## src/sddm_pkg.sv

```systemverilog
`timescale 1ns / 1ps
// ----------------------------------------------------------------------------
// sddm_pkg
// Shared types and constants for the stereo delay with dry/wet mix.
// ----------------------------------------------------------------------------
package sddm_pkg;

	localparam int SAMPLE_W  = 32;
	localparam int LEN_W     = 13;
	localparam int MIX_W     = 16;
	localparam int CFG_W     = 16;
	localparam int IDX_W     = 1;
	localparam int PROD_W    = SAMPLE_W + MIX_W + 1;
	localparam int SUM_W     = PROD_W + 1;
	localparam int FRAC_W    = 15;

	localparam int OUT_DEPTH = 4;
	localparam int PTR_W     = $clog2(OUT_DEPTH);
	localparam int CNT_W     = $clog2(OUT_DEPTH + 1);
	localparam int OCC_W     = CNT_W + 1;

	localparam logic [IDX_W-1:0] REG_DELAY_LENGTH = 1'b0;
	localparam logic [IDX_W-1:0] REG_MIX_GAIN     = 1'b1;

	localparam logic [LEN_W-1:0] LEN_RESET = 13'd5000;
	localparam logic [MIX_W-1:0] MIX_RESET = 16'd0;
	localparam logic [MIX_W-1:0] MIX_ONE   = 16'h8000;

	typedef struct packed {
		logic accept;
		logic bypass;
		logic stored;
	} lane_ctl_t;

endpackage

```

## src/sddm_merge.sv

```systemverilog
`timescale 1ns / 1ps
// ----------------------------------------------------------------------------
// sddm_merge
// Joins the two lane results into one frame and queues it for the output.
// ----------------------------------------------------------------------------
module sddm_merge (
	input  logic                                 clk,
	input  logic                                 arst_n,
	input  logic                                 push,
	input  logic signed [sddm_pkg::SAMPLE_W-1:0] left,
	input  logic signed [sddm_pkg::SAMPLE_W-1:0] right,
	output logic [sddm_pkg::CNT_W-1:0]           count,
	output logic                                 m_axis_tvalid,
	input  logic                                 m_axis_tready,
	output logic [2*sddm_pkg::SAMPLE_W-1:0]      m_axis_tdata
);

	logic [2*sddm_pkg::SAMPLE_W-1:0] fifo_q [sddm_pkg::OUT_DEPTH];
	logic [sddm_pkg::PTR_W-1:0]      wr_ptr_q;
	logic [sddm_pkg::PTR_W-1:0]      rd_ptr_q;
	logic [sddm_pkg::CNT_W-1:0]      count_q;
	logic                            pop;

	assign pop           = m_axis_tvalid && m_axis_tready;
	assign m_axis_tvalid = (count_q != '0);
	assign m_axis_tdata  = fifo_q[rd_ptr_q];
	assign count         = count_q;

	always_ff @(posedge clk) begin
		if (push) begin
			fifo_q[wr_ptr_q] <= {right, left};
		end
	end

	always_ff @(posedge clk or negedge arst_n) begin
		if (!arst_n) begin
			wr_ptr_q <= '0;
			rd_ptr_q <= '0;
			count_q  <= '0;
		end else begin
			if (push) begin
				wr_ptr_q <= wr_ptr_q + 1'b1;
			end
			if (pop) begin
				rd_ptr_q <= rd_ptr_q + 1'b1;
			end
			if (push && !pop) begin
				count_q <= count_q + 1'b1;
			end else if (pop && !push) begin
				count_q <= count_q - 1'b1;
			end
		end
	end

endmodule

```

## config.mk

```make
export PLATFORM = sky130hd
export DESIGN_NAME = sddm_merge
export DESIGN_NICKNAME = d
export VERILOG_FILES = /design/src/sddm_pkg.sv /design/src/sddm_merge.sv
export SDC_FILE = /design/constraint.sdc
export NUM_CORES = 1
export LEC_CHECK = 0
export BUFFER_PORTS_ARGS = -buffer_cell sky130_fd_sc_hd__buf_2
export CAP_MARGIN = 20
export CORE_MARGIN = 2
export CORE_UTILIZATION = 51
export CTS_CLUSTER_SIZE = 12
export DETAILED_ROUTE_END_ITERATION = 10
export GPL_TIMING_DRIVEN = 0
export PLACE_DENSITY = 0.75
export RECOVER_POWER = 25
export SYNTH_ARGS = -nofsm -noshare
export SYNTH_HDL_FRONTEND = slang
export SYNTH_SLANG_ARGS = --single-unit
export TNS_END_PERCENT = 50
```

## constraint.sdc

```tcl
create_clock -name clk -period 2.4 [get_ports clk]
set_input_delay 0.48 -clock clk [delete_from_list [all_inputs] [get_ports clk]]
set_output_delay 0.48 -clock clk [all_outputs]
set_load 0.1 [all_outputs]
```

==> impl_results.md <==
- Final Max Slew Viols: 0
- Startpoint types: flip-flop
- Placer's final routability congestion estimate: around 0.71
- Total Routing Usage GR: 0.168
- Placed insts: between 700 and 800
- TritonRoute pass-1 iters: 4
- Post-DP HPWL: slightly above 10000 um
- Io pins: between 100 and 150
- Initial antenna violation count: 1
- Cell mode on critical path: buf_12
- Vias in the first global route: 4839
- Vias per inst: about 5.5
- Antenna viol nets, final: 0
- Fin nets: 617
- Syn Nets: roughly 440
- Area share of the largest cell type after synthesis: 0.799
- Setup CP Type: flip-flop to output pin
- RSZ-0062 raised after global routing: yes
- Layout area overhead: 23.8%
- Max Cap Violations: 0
- Crit-path max FO: 10
- Worst skew pair latency: 0.51 ns
- Die ar.: 20000 um^2
- Hold Vio Cnt, Final: 0
- Required @ worst endpoint: 1.92 ns
- Final WL: around 16000 um
- Finished Layout Cells: around 800
- Mapped Cells: 367
- Initial DRC count: approximately 220
- Violated checks: setup timing
- Post-synth cell types: 19
- Critical path, cell by cell: buf_12 > buf_12 > mux4_2 > buf_8
- Fillers: roughly 1200
- Starting Density: 0.518
- Final worst path period share: 1.03
- Hold WC Path Type: primary input to flip-flop
- Top cells by area, synth: edfxtp_1 (80%), mux4_2 (15%), dfrtp_1 (1.8%)
- Synth area leader: edfxtp_1
- Minimum clock period: about 2.5 ns
- CTS tree: yes
- CP Capture Type: output pin
- Clk sinks: 263
- Die X: ~140 um
- WP data arrival: 1.99 ns
- Rows: 50
- Status: finished, violations left
- Root Buffer: clkbuf_16
- Final Skew: approximately 0.018 ns
- CTS HTree Levels: 1
- Cell Area, Synth: between 9000 and 10000 um^2
- Final setup viols: 55
- Max clock buf depth: 3
- Drt wl/cell: between 20 and 25 um
- Synth warn: 0
- Slack of the critical path: -0.0716 ns
- IO buf count: 135
- Total number of vias: roughly 4300
- Multi-input gate area: 1660 um^2
- Syn_area_per_cell: 26.2 um^2
- Slowest cell on crit path: mux4_2
- Yosys reg bits: about 260
- Reg area: 7870 um^2
- DRC viols: 0
- Reg clk slew, reported paths: around 0.06 ns
- Num CTS Buffers: 27
- Pin count of the biggest net entering global routing: 38
- Tightest Pin Transition: 0.490 ns
- CP peak stage delay: about 0.54 ns
- Register area share after synthesis: 0.817
- First-pass GRT wire length: roughly 26000 um
- Core ar.: 18600 um^2
- Total grt overflow: 0
- Die Height: about 140 um
- Share of cells above drive strength 1: 0.411
- Max Fclk: slightly above 0.4 GHz
- Max_slew headroom: 0.673
## cells in the final DEF (no fill, tap or decap), drive strengths merged
master,count
fa,1
and2,4
clkinv,5
buf,122
dfrtp,7
edfxtp,256
mux2,1
diode,1
ha,5
dlygate4sd3,1
o21ai,1
nand2,2
mux4,64
inv,3
xor2,3
nand3,1
or3,1
xnor2,3
nor2,1
clkbuf,74
## cells in the mapped netlist
library cell / n
or3_1: 1
buf_2: 6
nand3_1: 1
xor2_1: 3
fa_1: 1
and2_1: 4
mux2_2: 1
ha_1: 5
buf_4: 2
xnor2_1: 3
buf_6: 5
inv_1: 3
dfrtp_1: 7
nand2_1: 2
nor2_1: 1
mux4_2: 64
edfxtp_1: 256
o21ai_0: 1
clkbuf_1: 1
## what timing repair did
action	in CTS	in global routing
hold buffers	1	0
setup buffers	1	6
endpoints found under the hold margin	7	0
resized for setup	121	25
endpoints found under the setup margin	64	63
## through the flow
stage               setup TNS (ns)  hold WS (ns)   util  area, um^2  worst slack [ns]
floorplan                   -12.69         0.184      -        9640            -0.128
global placement           -173.72         0.316  0.571       10600             -1.30
detailed placement               0         0.324  0.576       10700             0.203
CTS                          -6.23         0.156  0.636       11800            -0.140
global route                 -6.90         0.183  0.641       11900            -0.143
finish                       -2.28         0.195  0.641       11900           -0.0716
## layout make-up
type | instances | area share
inverter | 3 | 0.000946
clock inverter | 5 | 0.00221
clock buffer | 36 | 0.0596
buffer | 14 | 0.0152
timing repair buffer | 147 | 0.0969
antenna | 1 | 0.000210
tap | 234 | 0.0246
multi-input combinational | 87 | 0.139
sequential | 263 | 0.661
## metal layers
metal,global-route usage,wire length [um],part of all wire
met1,0.206,6500,0.39
met2,0.299,8730,0.53
met3,0.0341,743,0.045
met4,0.0600,486,0.030
met5,0,0,0
## registers in the layout, summed over array words and instances (netlist names)
register and cells:
count 3, wr_ptr_q 2, rd_ptr_q 2, fifo_q 256
## critical path: cells and delay by family (launching register included)
family | cells | cell delay, ns
flops | 1 | 0.41
mux | 1 | 0.54
buf+inv | 3 | 0.51
## cell families after synthesis
kind of cell	Yosys count	synth area share
AOI/OAI and AO/OA	1	0.000520
and+or+nand+nor	9	0.00494
muxes	65	0.151
DFF	263	0.817
adders and majority gates	6	0.00858
xor gates and xnor gates	6	0.00546
buffers and inverters	17	0.0121
## worst paths after layout
check	to	start	cells past startpoint	slack, ns
setup reg to reg	count[2]$_DFFE_PN0P_	count[2]$_DFFE_PN0P_	8	0.25
min in group asynchronous	rd_ptr_q[1]$_DFFE_PN0P_	arst_n	2	0.33
hold reg to reg	count[0]$_DFFE_PN0P_	count[0]$_DFFE_PN0P_	1	0.53
max in group asynchronous	count[2]$_DFFE_PN0P_	arst_n	2	1.89
setup / recovery	m_axis_tdata[26]	rd_ptr_q[0]$_DFFE_PN0P_	4	-0.07
hold / removal	fifo_q[0][25]$_DFFE_PP_	left[25]	1	0.19
Power is not shown: default switching activity piles up to over one toggle a cycle in this logic, so the estimate is an artifact.
